[src/sv/lnc_pkg.sv]
// Shared constants for the lattice neighbour cell step block.
package lnc_pkg;

   localparam int INDEX_WIDTH_DEF = 16;
   localparam int POS_WIDTH_DEF   = 32;

   localparam int CELLS_WIDTH    = 8;
   localparam int PITCH_WIDTH    = 31;
   localparam int FILL_WIDTH     = 16;
   localparam int SURF_WIDTH     = 3;
   localparam int CSR_DATA_WIDTH = 32;
   localparam int CSR_ADDR_WIDTH = 5;
   localparam int REG_SEL_WIDTH  = 3;

   // Register map, word index into the CSR space
   localparam logic [REG_SEL_WIDTH-1:0] REG_LATTICE_KIND   = 3'd0;
   localparam logic [REG_SEL_WIDTH-1:0] REG_CELLS_X        = 3'd1;
   localparam logic [REG_SEL_WIDTH-1:0] REG_CELLS_Y        = 3'd2;
   localparam logic [REG_SEL_WIDTH-1:0] REG_PITCH_X        = 3'd3;
   localparam logic [REG_SEL_WIDTH-1:0] REG_PITCH_Y        = 3'd4;
   localparam logic [REG_SEL_WIDTH-1:0] REG_PITCH_Z        = 3'd5;
   localparam logic [REG_SEL_WIDTH-1:0] REG_HEX_ROW_HEIGHT = 3'd6;
   localparam logic [REG_SEL_WIDTH-1:0] REG_FILLED_CELLS   = 3'd7;

   localparam logic KIND_RECT = 1'b1;
   localparam logic KIND_HEX  = 1'b0;

   // Crossed surface codes
   localparam logic [SURF_WIDTH-1:0] SURF_S1 = 3'd1;
   localparam logic [SURF_WIDTH-1:0] SURF_S2 = 3'd2;
   localparam logic [SURF_WIDTH-1:0] SURF_S3 = 3'd3;
   localparam logic [SURF_WIDTH-1:0] SURF_S4 = 3'd4;
   localparam logic [SURF_WIDTH-1:0] SURF_S5 = 3'd5;
   localparam logic [SURF_WIDTH-1:0] SURF_S6 = 3'd6;

   // Reset values
   localparam logic                   RESET_KIND   = KIND_RECT;
   localparam logic [CELLS_WIDTH-1:0] RESET_CELLS  = 8'd1;
   localparam logic [PITCH_WIDTH-1:0] RESET_PITCH  = 31'd65536;
   localparam logic [FILL_WIDTH-1:0]  RESET_FILLED = 16'd0;

endpackage

[src/sv/lnc_div.sv]
// Pipelined restoring divider, one quotient bit per stage, with sideband payload.
module lnc_div import lnc_pkg::*; #(
   parameter int INDEX_WIDTH = INDEX_WIDTH_DEF,
   parameter int SIDE_WIDTH  = 1
) (
   input  logic                   clock,
   input  logic                   reset,
   input  logic                   enable,
   input  logic                   in_valid,
   input  logic [INDEX_WIDTH-1:0] in_dividend,
   input  logic [CELLS_WIDTH-1:0] in_divisor,
   input  logic [SIDE_WIDTH-1:0]  in_side,
   output logic                   out_valid,
   output logic [INDEX_WIDTH-1:0] out_quotient,
   output logic [CELLS_WIDTH-1:0] out_remainder,
   output logic [SIDE_WIDTH-1:0]  out_side
);

   logic                   valid_ff [INDEX_WIDTH];
   logic [INDEX_WIDTH-1:0] num_ff   [INDEX_WIDTH];
   logic [INDEX_WIDTH-1:0] quo_ff   [INDEX_WIDTH];
   logic [CELLS_WIDTH-1:0] rem_ff   [INDEX_WIDTH];
   logic [CELLS_WIDTH-1:0] div_ff   [INDEX_WIDTH];
   logic [SIDE_WIDTH-1:0]  side_ff  [INDEX_WIDTH];

   logic                   valid_in [INDEX_WIDTH];
   logic [INDEX_WIDTH-1:0] num_in   [INDEX_WIDTH];
   logic [INDEX_WIDTH-1:0] quo_in   [INDEX_WIDTH];
   logic [CELLS_WIDTH-1:0] rem_in   [INDEX_WIDTH];
   logic [CELLS_WIDTH-1:0] div_in   [INDEX_WIDTH];
   logic [SIDE_WIDTH-1:0]  side_in  [INDEX_WIDTH];

   genvar s;
   generate
      for (s = 0; s < INDEX_WIDTH; s++) begin : g_stage
         logic                   src_valid;
         logic [INDEX_WIDTH-1:0] src_num;
         logic [INDEX_WIDTH-1:0] src_quo;
         logic [CELLS_WIDTH-1:0] src_rem;
         logic [CELLS_WIDTH-1:0] src_div;
         logic [SIDE_WIDTH-1:0]  src_side;
         logic [CELLS_WIDTH:0]   trial;
         logic                   qbit;

         if (s == 0) begin : g_first
            assign src_valid = in_valid;
            assign src_num   = in_dividend;
            assign src_quo   = '0;
            assign src_rem   = '0;
            assign src_div   = in_divisor;
            assign src_side  = in_side;
         end else begin : g_next
            assign src_valid = valid_ff[s-1];
            assign src_num   = num_ff[s-1];
            assign src_quo   = quo_ff[s-1];
            assign src_rem   = rem_ff[s-1];
            assign src_div   = div_ff[s-1];
            assign src_side  = side_ff[s-1];
         end

         // shift in next dividend bit, subtract divisor if it fits
         always_comb begin
            trial = {src_rem, src_num[INDEX_WIDTH-1]};
            qbit  = (trial >= {1'b0, src_div});
            valid_in[s] = src_valid;
            num_in[s]   = {src_num[INDEX_WIDTH-2:0], 1'b0};
            quo_in[s]   = {src_quo[INDEX_WIDTH-2:0], qbit};
            rem_in[s]   = qbit ? CELLS_WIDTH'(trial - {1'b0, src_div})
                               : trial[CELLS_WIDTH-1:0];
            div_in[s]   = src_div;
            side_in[s]  = src_side;
         end

         always_ff @(posedge clock) begin
            if (reset) begin
               valid_ff[s] <= 1'b0;
            end else if (enable) begin
               valid_ff[s] <= valid_in[s];
            end
            if (enable) begin
               num_ff[s]  <= num_in[s];
               quo_ff[s]  <= quo_in[s];
               rem_ff[s]  <= rem_in[s];
               div_ff[s]  <= div_in[s];
               side_ff[s] <= side_in[s];
            end
         end
      end
   endgenerate

   assign out_valid     = valid_ff[INDEX_WIDTH-1];
   assign out_quotient  = quo_ff[INDEX_WIDTH-1];
   assign out_remainder = rem_ff[INDEX_WIDTH-1];
   assign out_side      = side_ff[INDEX_WIDTH-1];

endmodule

[src/sv/lattice_neighbor_cell_step.sv]
// Lattice neighbour cell step: top level with CSRs, position and index pipeline.
//
// Takes one boundary-crossing event per transfer (1-based cell index, crossed surface 1..6,
// signed Q16.16 position) and returns the neighbouring cell index, a valid flag and the
// position moved into the neighbour's local frame. Rectangular lattices step the index by
// 1, nx or nx*ny; hexagonal lattices split index-1 into column and row by dividing by nx,
// step them and bounds-check. Position adds saturate. One item is taken every clock; the
// whole pipeline holds while the result register is stalled. Each item passes through the
// input register, stage B, the pipelined column/row divider that retires one quotient bit
// per stage, stages D and E and the result register. Configuration registers sit on an
// APB-style port at byte address 4*i and must only be written while no item is in flight.
module lattice_neighbor_cell_step import lnc_pkg::*; #(
   parameter int INDEX_WIDTH = INDEX_WIDTH_DEF,
   parameter int POS_WIDTH   = POS_WIDTH_DEF
) (
   input  logic                        clock,
   input  logic                        reset,
   // request channel
   input  logic                        req_valid,
   output logic                        req_stall,
   input  logic [INDEX_WIDTH-1:0]      req_cell_index,
   input  logic [SURF_WIDTH-1:0]       req_surface,
   input  logic signed [POS_WIDTH-1:0] req_pos_x,
   input  logic signed [POS_WIDTH-1:0] req_pos_y,
   input  logic signed [POS_WIDTH-1:0] req_pos_z,
   // response channel
   output logic                        rsp_valid,
   input  logic                        rsp_stall,
   output logic [INDEX_WIDTH-1:0]      rsp_next_index,
   output logic                        rsp_index_valid,
   output logic signed [POS_WIDTH-1:0] rsp_new_x,
   output logic signed [POS_WIDTH-1:0] rsp_new_y,
   output logic signed [POS_WIDTH-1:0] rsp_new_z,
   // configuration port
   input  logic                        psel,
   input  logic                        penable,
   input  logic                        pwrite,
   input  logic [CSR_ADDR_WIDTH-1:0]   paddr,
   input  logic [CSR_DATA_WIDTH-1:0]   pwdata,
   output logic [CSR_DATA_WIDTH-1:0]   prdata,
   output logic                        pready
);

   // Adder width: room for the position or a 31-bit pitch plus sign and carry
   localparam int SW  = ((POS_WIDTH > PITCH_WIDTH) ? POS_WIDTH : PITCH_WIDTH) + 2;
   // Candidate index width: index plus nx*ny, signed
   localparam int NW  = ((INDEX_WIDTH > 2*CELLS_WIDTH+1) ? INDEX_WIDTH : 2*CELLS_WIDTH+1) + 2;
   localparam int I1W = CELLS_WIDTH + 2;
   localparam int I2W = INDEX_WIDTH + 2;
   localparam int HW  = 2*CELLS_WIDTH + 1;

   localparam logic signed [SW-1:0] SAT_MAX = {{(SW-POS_WIDTH+1){1'b0}}, {(POS_WIDTH-1){1'b1}}};
   localparam logic signed [SW-1:0] SAT_MIN = {{(SW-POS_WIDTH+1){1'b1}}, {(POS_WIDTH-1){1'b0}}};
   localparam logic signed [NW-1:0] IDX_MAX = {{(NW-INDEX_WIDTH){1'b0}}, {INDEX_WIDTH{1'b1}}};

   typedef struct packed {
      logic                  rect;
      logic [SURF_WIDTH-1:0] surf;
      logic                  pre_ok;
      logic [NW-1:0]         rect_nidx;
      logic [POS_WIDTH-1:0]  x;
      logic [POS_WIDTH-1:0]  y;
      logic [POS_WIDTH-1:0]  z;
   } side_type;

   localparam int SIDE_WIDTH = $bits(side_type);

   function automatic logic [POS_WIDTH-1:0] sat_add(input logic [POS_WIDTH-1:0] a,
                                                    input logic signed [SW-1:0] d);
      logic signed [SW-1:0] sum;
      sum = $signed({{(SW-POS_WIDTH){a[POS_WIDTH-1]}}, a}) + d;
      if (sum > SAT_MAX) begin
         return SAT_MAX[POS_WIDTH-1:0];
      end else if (sum < SAT_MIN) begin
         return SAT_MIN[POS_WIDTH-1:0];
      end
      return sum[POS_WIDTH-1:0];
   endfunction

   function automatic logic signed [SW-1:0] plus(input logic [PITCH_WIDTH-1:0] p);
      return $signed({{(SW-PITCH_WIDTH){1'b0}}, p});
   endfunction

   // ------------------------------------------------------------------
   // Configuration registers
   // ------------------------------------------------------------------
   logic                     kind_ff;
   logic [CELLS_WIDTH-1:0]   cells_x_ff;
   logic [CELLS_WIDTH-1:0]   cells_y_ff;
   logic [PITCH_WIDTH-1:0]   pitch_x_ff;
   logic [PITCH_WIDTH-1:0]   pitch_y_ff;
   logic [PITCH_WIDTH-1:0]   pitch_z_ff;
   logic [PITCH_WIDTH-1:0]   row_height_ff;
   logic [FILL_WIDTH-1:0]    filled_ff;
   logic [2*CELLS_WIDTH-1:0] nxny_ff;
   logic [REG_SEL_WIDTH-1:0] reg_sel;
   logic                     csr_write;

   assign pready    = 1'b1;
   assign reg_sel   = paddr[CSR_ADDR_WIDTH-1:2];
   assign csr_write = psel && penable && pwrite && pready;

   always_ff @(posedge clock) begin
      if (reset) begin
         kind_ff       <= RESET_KIND;
         cells_x_ff    <= RESET_CELLS;
         cells_y_ff    <= RESET_CELLS;
         pitch_x_ff    <= RESET_PITCH;
         pitch_y_ff    <= RESET_PITCH;
         pitch_z_ff    <= RESET_PITCH;
         row_height_ff <= RESET_PITCH;
         filled_ff     <= RESET_FILLED;
      end else if (csr_write) begin
         case (reg_sel)
            REG_LATTICE_KIND:   kind_ff       <= pwdata[0];
            REG_CELLS_X:        cells_x_ff    <= pwdata[CELLS_WIDTH-1:0];
            REG_CELLS_Y:        cells_y_ff    <= pwdata[CELLS_WIDTH-1:0];
            REG_PITCH_X:        pitch_x_ff    <= pwdata[PITCH_WIDTH-1:0];
            REG_PITCH_Y:        pitch_y_ff    <= pwdata[PITCH_WIDTH-1:0];
            REG_PITCH_Z:        pitch_z_ff    <= pwdata[PITCH_WIDTH-1:0];
            REG_HEX_ROW_HEIGHT: row_height_ff <= pwdata[PITCH_WIDTH-1:0];
            REG_FILLED_CELLS:   filled_ff     <= pwdata[FILL_WIDTH-1:0];
            default: ;
         endcase
      end
   end

   // registered plane size; the user keeps config quiet while items fly (not enforced)
   always_ff @(posedge clock) begin
      nxny_ff <= cells_x_ff * cells_y_ff;
   end

   always_comb begin
      case (reg_sel)
         REG_LATTICE_KIND:   prdata = CSR_DATA_WIDTH'(kind_ff);
         REG_CELLS_X:        prdata = CSR_DATA_WIDTH'(cells_x_ff);
         REG_CELLS_Y:        prdata = CSR_DATA_WIDTH'(cells_y_ff);
         REG_PITCH_X:        prdata = CSR_DATA_WIDTH'(pitch_x_ff);
         REG_PITCH_Y:        prdata = CSR_DATA_WIDTH'(pitch_y_ff);
         REG_PITCH_Z:        prdata = CSR_DATA_WIDTH'(pitch_z_ff);
         REG_HEX_ROW_HEIGHT: prdata = CSR_DATA_WIDTH'(row_height_ff);
         REG_FILLED_CELLS:   prdata = CSR_DATA_WIDTH'(filled_ff);
         default:            prdata = '0;
      endcase
   end

   // ------------------------------------------------------------------
   // Pipeline control: everything advances unless the result is held
   // ------------------------------------------------------------------
   logic enable;
   logic rsp_valid_ff;

   assign enable    = !(rsp_valid_ff && rsp_stall);
   assign req_stall = !enable;

   // ------------------------------------------------------------------
   // Stage A: input register
   // ------------------------------------------------------------------
   logic                   a_valid_ff;
   logic [INDEX_WIDTH-1:0] a_idx_ff;
   logic [SURF_WIDTH-1:0]  a_surf_ff;
   logic [POS_WIDTH-1:0]   a_x_ff;
   logic [POS_WIDTH-1:0]   a_y_ff;
   logic [POS_WIDTH-1:0]   a_z_ff;

   always_ff @(posedge clock) begin
      if (reset) begin
         a_valid_ff <= 1'b0;
      end else if (enable) begin
         a_valid_ff <= req_valid;
      end
      if (enable) begin
         a_idx_ff  <= req_cell_index;
         a_surf_ff <= req_surface;
         a_x_ff    <= req_pos_x;
         a_y_ff    <= req_pos_y;
         a_z_ff    <= req_pos_z;
      end
   end

   // ------------------------------------------------------------------
   // A -> B: position shift with saturation, rectangular step, divider operand
   // ------------------------------------------------------------------
   logic signed [SW-1:0]   dx, dy, dz;
   logic [NW-1:0]          step;
   logic                   step_down;
   logic                   surf_ok;
   logic [PITCH_WIDTH-1:0] half_px;
   logic [NW-1:0]          idx_ext;
   side_type               b_side_in;
   logic [INDEX_WIDTH-1:0] b_dividend_in;

   assign half_px = {1'b0, pitch_x_ff[PITCH_WIDTH-1:1]};
   assign idx_ext = {{(NW-INDEX_WIDTH){1'b0}}, a_idx_ff};

   always_comb begin
      dx        = '0;
      dy        = '0;
      dz        = '0;
      step      = '0;
      step_down = 1'b0;
      surf_ok   = 1'b1;
      if (kind_ff == KIND_RECT) begin
         case (a_surf_ff)
            SURF_S1: begin
               step = {{(NW-1){1'b0}}, 1'b1}; step_down = 1'b1; dx = plus(pitch_x_ff);
            end
            SURF_S2: begin
               step = {{(NW-1){1'b0}}, 1'b1}; dx = -plus(pitch_x_ff);
            end
            SURF_S3: begin
               step = {{(NW-CELLS_WIDTH){1'b0}}, cells_x_ff}; step_down = 1'b1;
               dy = plus(pitch_y_ff);
            end
            SURF_S4: begin
               step = {{(NW-CELLS_WIDTH){1'b0}}, cells_x_ff}; dy = -plus(pitch_y_ff);
            end
            SURF_S5: begin
               step = {{(NW-2*CELLS_WIDTH){1'b0}}, nxny_ff}; step_down = 1'b1;
               dz = plus(pitch_z_ff);
            end
            SURF_S6: begin
               step = {{(NW-2*CELLS_WIDTH){1'b0}}, nxny_ff}; dz = -plus(pitch_z_ff);
            end
            default: surf_ok = 1'b0;
         endcase
      end else begin
         case (a_surf_ff)
            SURF_S1: dx = plus(pitch_x_ff);
            SURF_S2: begin dx = plus(half_px);  dy = plus(row_height_ff);  end
            SURF_S3: begin dx = -plus(half_px); dy = plus(row_height_ff);  end
            SURF_S4: dx = -plus(pitch_x_ff);
            SURF_S5: begin dx = -plus(half_px); dy = -plus(row_height_ff); end
            SURF_S6: begin dx = plus(half_px);  dy = -plus(row_height_ff); end
            default: surf_ok = 1'b0;
         endcase
      end

      b_side_in.rect      = (kind_ff == KIND_RECT);
      b_side_in.surf      = a_surf_ff;
      // hex needs a non-zero index and column count to split into column/row
      b_side_in.pre_ok    = (kind_ff == KIND_RECT) ? surf_ok
                          : (surf_ok && (a_idx_ff != '0) && (cells_x_ff != '0));
      b_side_in.rect_nidx = step_down ? (idx_ext - step) : (idx_ext + step);
      b_side_in.x         = sat_add(a_x_ff, dx);
      b_side_in.y         = sat_add(a_y_ff, dy);
      b_side_in.z         = sat_add(a_z_ff, dz);
      b_dividend_in       = a_idx_ff - {{(INDEX_WIDTH-1){1'b0}}, 1'b1};
   end

   logic                   b_valid_ff;
   side_type               b_side_ff;
   logic [INDEX_WIDTH-1:0] b_dividend_ff;

   always_ff @(posedge clock) begin
      if (reset) begin
         b_valid_ff <= 1'b0;
      end else if (enable) begin
         b_valid_ff <= a_valid_ff;
      end
      if (enable) begin
         b_side_ff     <= b_side_in;
         b_dividend_ff <= b_dividend_in;
      end
   end

   // ------------------------------------------------------------------
   // Column/row split: (index-1) / nx, one quotient bit per stage
   // ------------------------------------------------------------------
   logic                   c_valid;
   logic [INDEX_WIDTH-1:0] c_row;
   logic [CELLS_WIDTH-1:0] c_col;
   logic [SIDE_WIDTH-1:0]  c_side_bits;
   side_type               c_side;

   lnc_div #(
      .INDEX_WIDTH (INDEX_WIDTH),
      .SIDE_WIDTH  (SIDE_WIDTH)
   ) u_div (
      .clock         (clock),
      .reset         (reset),
      .enable        (enable),
      .in_valid      (b_valid_ff),
      .in_dividend   (b_dividend_ff),
      .in_divisor    (cells_x_ff),
      .in_side       (b_side_ff),
      .out_valid     (c_valid),
      .out_quotient  (c_row),
      .out_remainder (c_col),
      .out_side      (c_side_bits)
   );

   assign c_side = side_type'(c_side_bits);

   // ------------------------------------------------------------------
   // C -> D: hex column/row step and bounds check
   // ------------------------------------------------------------------
   logic signed [I1W-1:0] d1, i1s;
   logic signed [I2W-1:0] d2, i2s;
   logic                  in_bounds;

   always_comb begin
      d1 = '0;
      d2 = '0;
      case (c_side.surf)
         SURF_S1: d1 = -I1W'(1);
         SURF_S2: d2 = -I2W'(1);
         SURF_S3: begin d1 = I1W'(1);  d2 = -I2W'(1); end
         SURF_S4: d1 = I1W'(1);
         SURF_S5: d2 = I2W'(1);
         SURF_S6: begin d1 = -I1W'(1); d2 = I2W'(1);  end
         default: ;
      endcase
      i1s = $signed({2'b00, c_col}) + d1;
      i2s = $signed({2'b00, c_row}) + d2;
      in_bounds = !i1s[I1W-1] && (i1s < $signed({2'b00, cells_x_ff}))
               && !i2s[I2W-1] && (i2s < $signed({{(I2W-CELLS_WIDTH){1'b0}}, cells_y_ff}));
   end

   logic                   d_valid_ff;
   side_type               d_side_ff;
   logic                   d_hex_ok_ff;
   logic [CELLS_WIDTH-1:0] d_i1_ff;
   logic [CELLS_WIDTH-1:0] d_i2_ff;

   always_ff @(posedge clock) begin
      if (reset) begin
         d_valid_ff <= 1'b0;
      end else if (enable) begin
         d_valid_ff <= c_valid;
      end
      if (enable) begin
         d_side_ff   <= c_side;
         d_hex_ok_ff <= c_side.pre_ok && in_bounds;
         // in bounds both fit the cell-count width
         d_i1_ff     <= i1s[CELLS_WIDTH-1:0];
         d_i2_ff     <= i2s[CELLS_WIDTH-1:0];
      end
   end

   // ------------------------------------------------------------------
   // D -> E: hex index rebuild, choose candidate by lattice kind
   // ------------------------------------------------------------------
   logic [2*CELLS_WIDTH-1:0] hex_prod;
   logic [HW-1:0]            hex_nidx;
   logic [NW-1:0]            cand;
   logic                     cand_ok;

   always_comb begin
      hex_prod = cells_x_ff * d_i2_ff;
      hex_nidx = {1'b0, hex_prod} + {{(HW-CELLS_WIDTH){1'b0}}, d_i1_ff}
               + {{(HW-1){1'b0}}, 1'b1};
      cand     = d_side_ff.rect ? d_side_ff.rect_nidx : {{(NW-HW){1'b0}}, hex_nidx};
      cand_ok  = d_side_ff.rect ? d_side_ff.pre_ok : d_hex_ok_ff;
   end

   logic                 e_valid_ff;
   logic [NW-1:0]        e_cand_ff;
   logic                 e_ok_ff;
   logic [POS_WIDTH-1:0] e_x_ff;
   logic [POS_WIDTH-1:0] e_y_ff;
   logic [POS_WIDTH-1:0] e_z_ff;

   always_ff @(posedge clock) begin
      if (reset) begin
         e_valid_ff <= 1'b0;
      end else if (enable) begin
         e_valid_ff <= d_valid_ff;
      end
      if (enable) begin
         e_cand_ff <= cand;
         e_ok_ff   <= cand_ok;
         e_x_ff    <= d_side_ff.x;
         e_y_ff    <= d_side_ff.y;
         e_z_ff    <= d_side_ff.z;
      end
   end

   // ------------------------------------------------------------------
   // E -> result register: range check against 1..filled and index width
   // ------------------------------------------------------------------
   logic                   final_ok;
   logic [INDEX_WIDTH-1:0] rsp_index_ff;
   logic                   rsp_ok_ff;
   logic [POS_WIDTH-1:0]   rsp_x_ff;
   logic [POS_WIDTH-1:0]   rsp_y_ff;
   logic [POS_WIDTH-1:0]   rsp_z_ff;

   assign final_ok = e_ok_ff
                  && ($signed(e_cand_ff) > $signed({NW{1'b0}}))
                  && ($signed(e_cand_ff) <= $signed({{(NW-FILL_WIDTH){1'b0}}, filled_ff}))
                  && ($signed(e_cand_ff) <= IDX_MAX);

   always_ff @(posedge clock) begin
      if (reset) begin
         rsp_valid_ff <= 1'b0;
      end else if (enable) begin
         rsp_valid_ff <= e_valid_ff;
      end
      if (enable) begin
         rsp_index_ff <= final_ok ? e_cand_ff[INDEX_WIDTH-1:0] : '0;
         rsp_ok_ff    <= final_ok;
         rsp_x_ff     <= e_x_ff;
         rsp_y_ff     <= e_y_ff;
         rsp_z_ff     <= e_z_ff;
      end
   end

   assign rsp_valid       = rsp_valid_ff;
   assign rsp_next_index  = rsp_index_ff;
   assign rsp_index_valid = rsp_ok_ff;
   assign rsp_new_x       = rsp_x_ff;
   assign rsp_new_y       = rsp_y_ff;
   assign rsp_new_z       = rsp_z_ff;

`ifndef SYNTHESIS
   // an invalid neighbour always reports index zero
   assert property (@(posedge clock) disable iff (reset)
      (rsp_valid && !rsp_index_valid) |-> (rsp_next_index == '0))
      else $error("invalid neighbour with non-zero index");

   // a valid neighbour lies in 1..filled_cells
   assert property (@(posedge clock) disable iff (reset)
      (rsp_valid && rsp_index_valid) |->
         ((rsp_next_index != '0) &&
          ({{(NW-INDEX_WIDTH){1'b0}}, rsp_next_index} <= {{(NW-FILL_WIDTH){1'b0}}, filled_ff})))
      else $error("valid neighbour outside filled range");

   // a held result keeps its x position and index while stalled
   assert property (@(posedge clock) disable iff (reset)
      (rsp_valid && rsp_stall) |=> (rsp_valid && $stable(rsp_new_x) && $stable(rsp_next_index)))
      else $error("stalled result changed");
`endif

endmodule
[config.mk]
export PLATFORM = sky130hd
export DESIGN_NAME = lattice_neighbor_cell_step
export DESIGN_NICKNAME = d
export VERILOG_FILES = /design/src/sv/lnc_pkg.sv /design/src/sv/lnc_div.sv /design/src/sv/lattice_neighbor_cell_step.sv
export SDC_FILE = /design/constraint.sdc
export NUM_CORES = 2
export LEC_CHECK = 0
export BUFFER_PORTS_ARGS = -buffer_cell sky130_fd_sc_hd__buf_4
export CAP_MARGIN = 20
export CORE_ASPECT_RATIO = 1.5
export CORE_MARGIN = 4
export CORE_UTILIZATION = 40
export DETAILED_ROUTE_END_ITERATION = 6
export PLACE_DENSITY = 0.64
export SYNTH_ARGS = -nofsm -noshare
export SYNTH_HDL_FRONTEND = slang
export SYNTH_HIERARCHICAL = 1
export SYNTH_SLANG_ARGS = --single-unit
[constraint.sdc]
create_clock -name clock -period 177 [get_ports clock]
set_input_delay 8.85 -clock clock [delete_from_list [all_inputs] [get_ports clock]]
set_output_delay 8.85 -clock clock [all_outputs]
set_load 0.02 [all_outputs]
==> metrics.md <==
| Metric | Value |
|---|---|
| Status | complete, but fails checks |
| Failing checks | DRC |
| Mapped Nets | 8540 |
| IO Count | 307 |
| Share of layout cells above drive strength 1 | 0.115 |
| Final Hold Viols | 0 |
| Critical path class | in -> out |
| Post-DP HPWL | 176 mm |
| Wire length of the first global-routing pass | 382 mm |
| Share of the synthesized area in the top cell type | 0.732 |
| Grt ovf | 0 |
| Worst hold path type | reg -> reg |
| Total Wirelength | 256 mm |
| Relative slew slack | 0.175 |
| Clk pin slew, worst setup/hold paths | 0.06 ns |
| # nets final | 8997 |
| Top post-synthesis cells by area | edfxtp_1 73%, ha_1 3.9%, dfxtp_1 2.8% |
| Post-cts hold buffer count | 0 |
| Post-CTS resize count | 0 |
| Synth area leader | edfxtp_1 |
| # rows | 251 |
| Pwr Total | 0.00195 W |
| Post-Syn Instances | 7886 |
| Clock sink total | 3232 |
| Cell Area, Placed | 0.132 mm^2 |
| Die H | 693 um |
| Post-synth EDFFs | 3054 |
| Port bufs | 301 |
| Initial drt markers | 5524 |
| Ys Warns | 6 |
| Core area | 0.312 mm^2 |
| Antenna violations before repair | 42 |
| Asr flop ratio synth | 0 |
| Ys flop type | edfxtp_1 |
| Synthesized area per cell | 15.9 um^2 |
| Worst slew pin tran | 1.23 ns |
| Finished Core Util | 0.457 |
| Unrepaired setup endpoints after global routing | no |
| Post-Synthesis Cell Area | 0.125 mm^2 |
| Root buffer cell | clkbuf_16 |
| F_max | 49.1 MHz |
| Critical Path Source Type | input pin |
| Die area | 0.322 mm^2 |
| H-tree depth | 5 |
| Final min period | 20.38 ns |
| DRC | 2 |
| Layout area overhead | 13.7% |
| Worst-Skew Late Latency | 0.91 ns |
| Die Span X | 465 um |
| Total negative slack | 0 ns |
| Cell area after layout | 0.142 mm^2 |
| Vias in the first global route | 63900 |
| CTS max path bufs | 4 |
| Post-CTS setup buffer count | 0 |
| CTS Buf Count | 307 |
| TritonCTS clock tree | built |
| Largest net degree at the start of global routing | 197 |
| Worst EP arrival | 11.53 ns |
| Starting Density | 0.402 |
| Via density | 5.07 |
| Pwr Density | 13.7 mW/mm^2 |
| Max FO, Critical Path | 39 |
| Sequential-to-total area share from yosys stat | 0.761 |
| Fin crit share | 0.115 |
| Lkg Pwr | 52.8 nW |
| Placer Congestion | 0.904 |
| Number of routed nets with antenna violations | 0 |
| CP Capture Type | primary output |
| Total track usage | 0.154 |
| Peak VDD IR | 0.00998 mV |
| Seq cells post-synth | 3232 |
| Max Cap Viol | 0 |
| Layout Skew | 0.100 ns |
| Synth unique cells | 108 |
| Pre-antenna DRT Iters | 7 |
| Routed via count | 64800 |
| Final setup viols | 0 |
| Pins Over Slew Limit | 0 |
| CP Data Required Time | 168.15 ns |
| DR WL/cell | 20.1 um |
-- layout make-up --
class | instances | area, um^2
timing repair buffer | 398 | 3180
clock inverter | 183 | 1780
antenna | 12 | 30.0
clock buffer | 364 | 8020
multi-input combinational | 4005 | 27400
tap | 4174 | 5220
sequential | 3232 | 95300
inverter | 399 | 1500
fill | 26900 | 169000
-- cells in the final DEF, fill, tap and decap left out, types with 134 or more instances in the layout --
| master | Yosys | routed |
|---|---|---|
| edfxtp_1 | 3054 | 3054 |
| o21ai_0 | 426 | 425 |
| nor2_1 | 302 | 302 |
| a21oi_1 | 470 | 470 |
| ha_1 | 393 | 393 |
| nor3_1 | 135 | 134 |
| inv_1 | 396 | 395 |
| nand2_1 | 717 | 716 |
| clkbuf_16 | 0 | 312 |
| buf_4 | 6 | 384 |
| dfxtp_1 | 178 | 177 |
-- critical path, stage by stage --
cell     delay, ns
buf_4         0.40
nor2b_1       0.56
and2_1        0.92
a22oi_1       0.21
nand2_1       0.35
buf_4         0.22
-- per-stage QoR --
step                      instances  hold slack, ns  setup WS [ns]
after floorplan                7886           0.400          81.01
after global placement        12200           0.400         156.73
after detailed placement      12200           0.405         156.66
after CTS                     12700           0.360         156.66
after global routing          12800           0.367         156.57
final                         12800           0.355         156.62
-- layer usage --
| layer | part of all wire | up-vias | wire (um) | track usage |
|---|---|---|---|---|
| met2 | 0.49 | 1982 | 125000 | 0.259 |
| met1 | 0.39 | 31700 | 100000 | 0.188 |
| li1 | - | 30500 | - | - |
| met5 | 0.00067 | - | 172 | 0 |
| met4 | 0.057 | 28 | 14700 | 0.0832 |
| met3 | 0.064 | 595 | 16300 | 0.0303 |
-- synthesized netlist by cell type (107+ instances only) --
cell type,instances
edfxtp_1,3054
nor3_1,135
xnor2_1,124
a21oi_1,470
ha_1,393
o21ai_0,426
nor2_1,302
nand2_1,717
dfxtp_1,178
inv_1,396
clkbuf_1,191
and2_1,107
-- registers in the layout (all words and copies together) (netlist names), 31 cells and up --
name,count
pitch_y_ff,31
e_y_ff,32
d_side_ff,117
e_z_ff,32
row_height_ff,31
pitch_x_ff,31
pitch_z_ff,31
b_side_ff,120
rsp_new_y,32
u_div/div_ff,120
a_x_ff,32
u_div/rem_ff,128
rsp_new_x,32
u_div/quo_ff,136
e_x_ff,32
rsp_new_z,32
u_div/num_ff,120
u_div/side_ff,1920
a_y_ff,32
a_z_ff,32
-- power by group --
group	internal (W)	switching, W
Clock	0.000363	0.000272
Combinational	0.0000943	0.000135
Sequential	0.00103	0.0000524
Total	0.00149	0.000460
-- path summary, 6_finish.rpt --
kind / start / endpoint / slack (ns) / cells after the start
setup / recovery: paddr[3] / prdata[16] / 156.62 / 6
setup reg to reg: a_surf_ff[1]$_DFFE_PN_ / b_side_ff[40]$_DFFE_PN_ / 169.76 / 20
hold / removal: u_div/side_ff[1][27]$_DFFE_PP_ / u_div/side_ff[1][147]$_DFFE_PP_ / 0.35 / 0
hold reg to reg: u_div/side_ff[1][27]$_DFFE_PP_ / u_div/side_ff[1][147]$_DFFE_PP_ / 0.35 / 0
-- cells by family (layout without fill, tap and decap cells) --
group | Yosys count | after routing | share of synthesized area
muxes | 83 | 83 | 0.00813
buffers and inverters | 649 | 1344 | 0.0207
and+or+nand+nor | 1670 | 1670 | 0.0629
other | 2 | 14 | 0.0000600
adders and majority gates | 495 | 495 | 0.0556
AOI/OAI and AO/OA | 1530 | 1530 | 0.0757
xor gates and xnor gates | 225 | 225 | 0.0160
DFF | 3232 | 3232 | 0.761
Note: power is estimated with default switching activity, not from simulation.
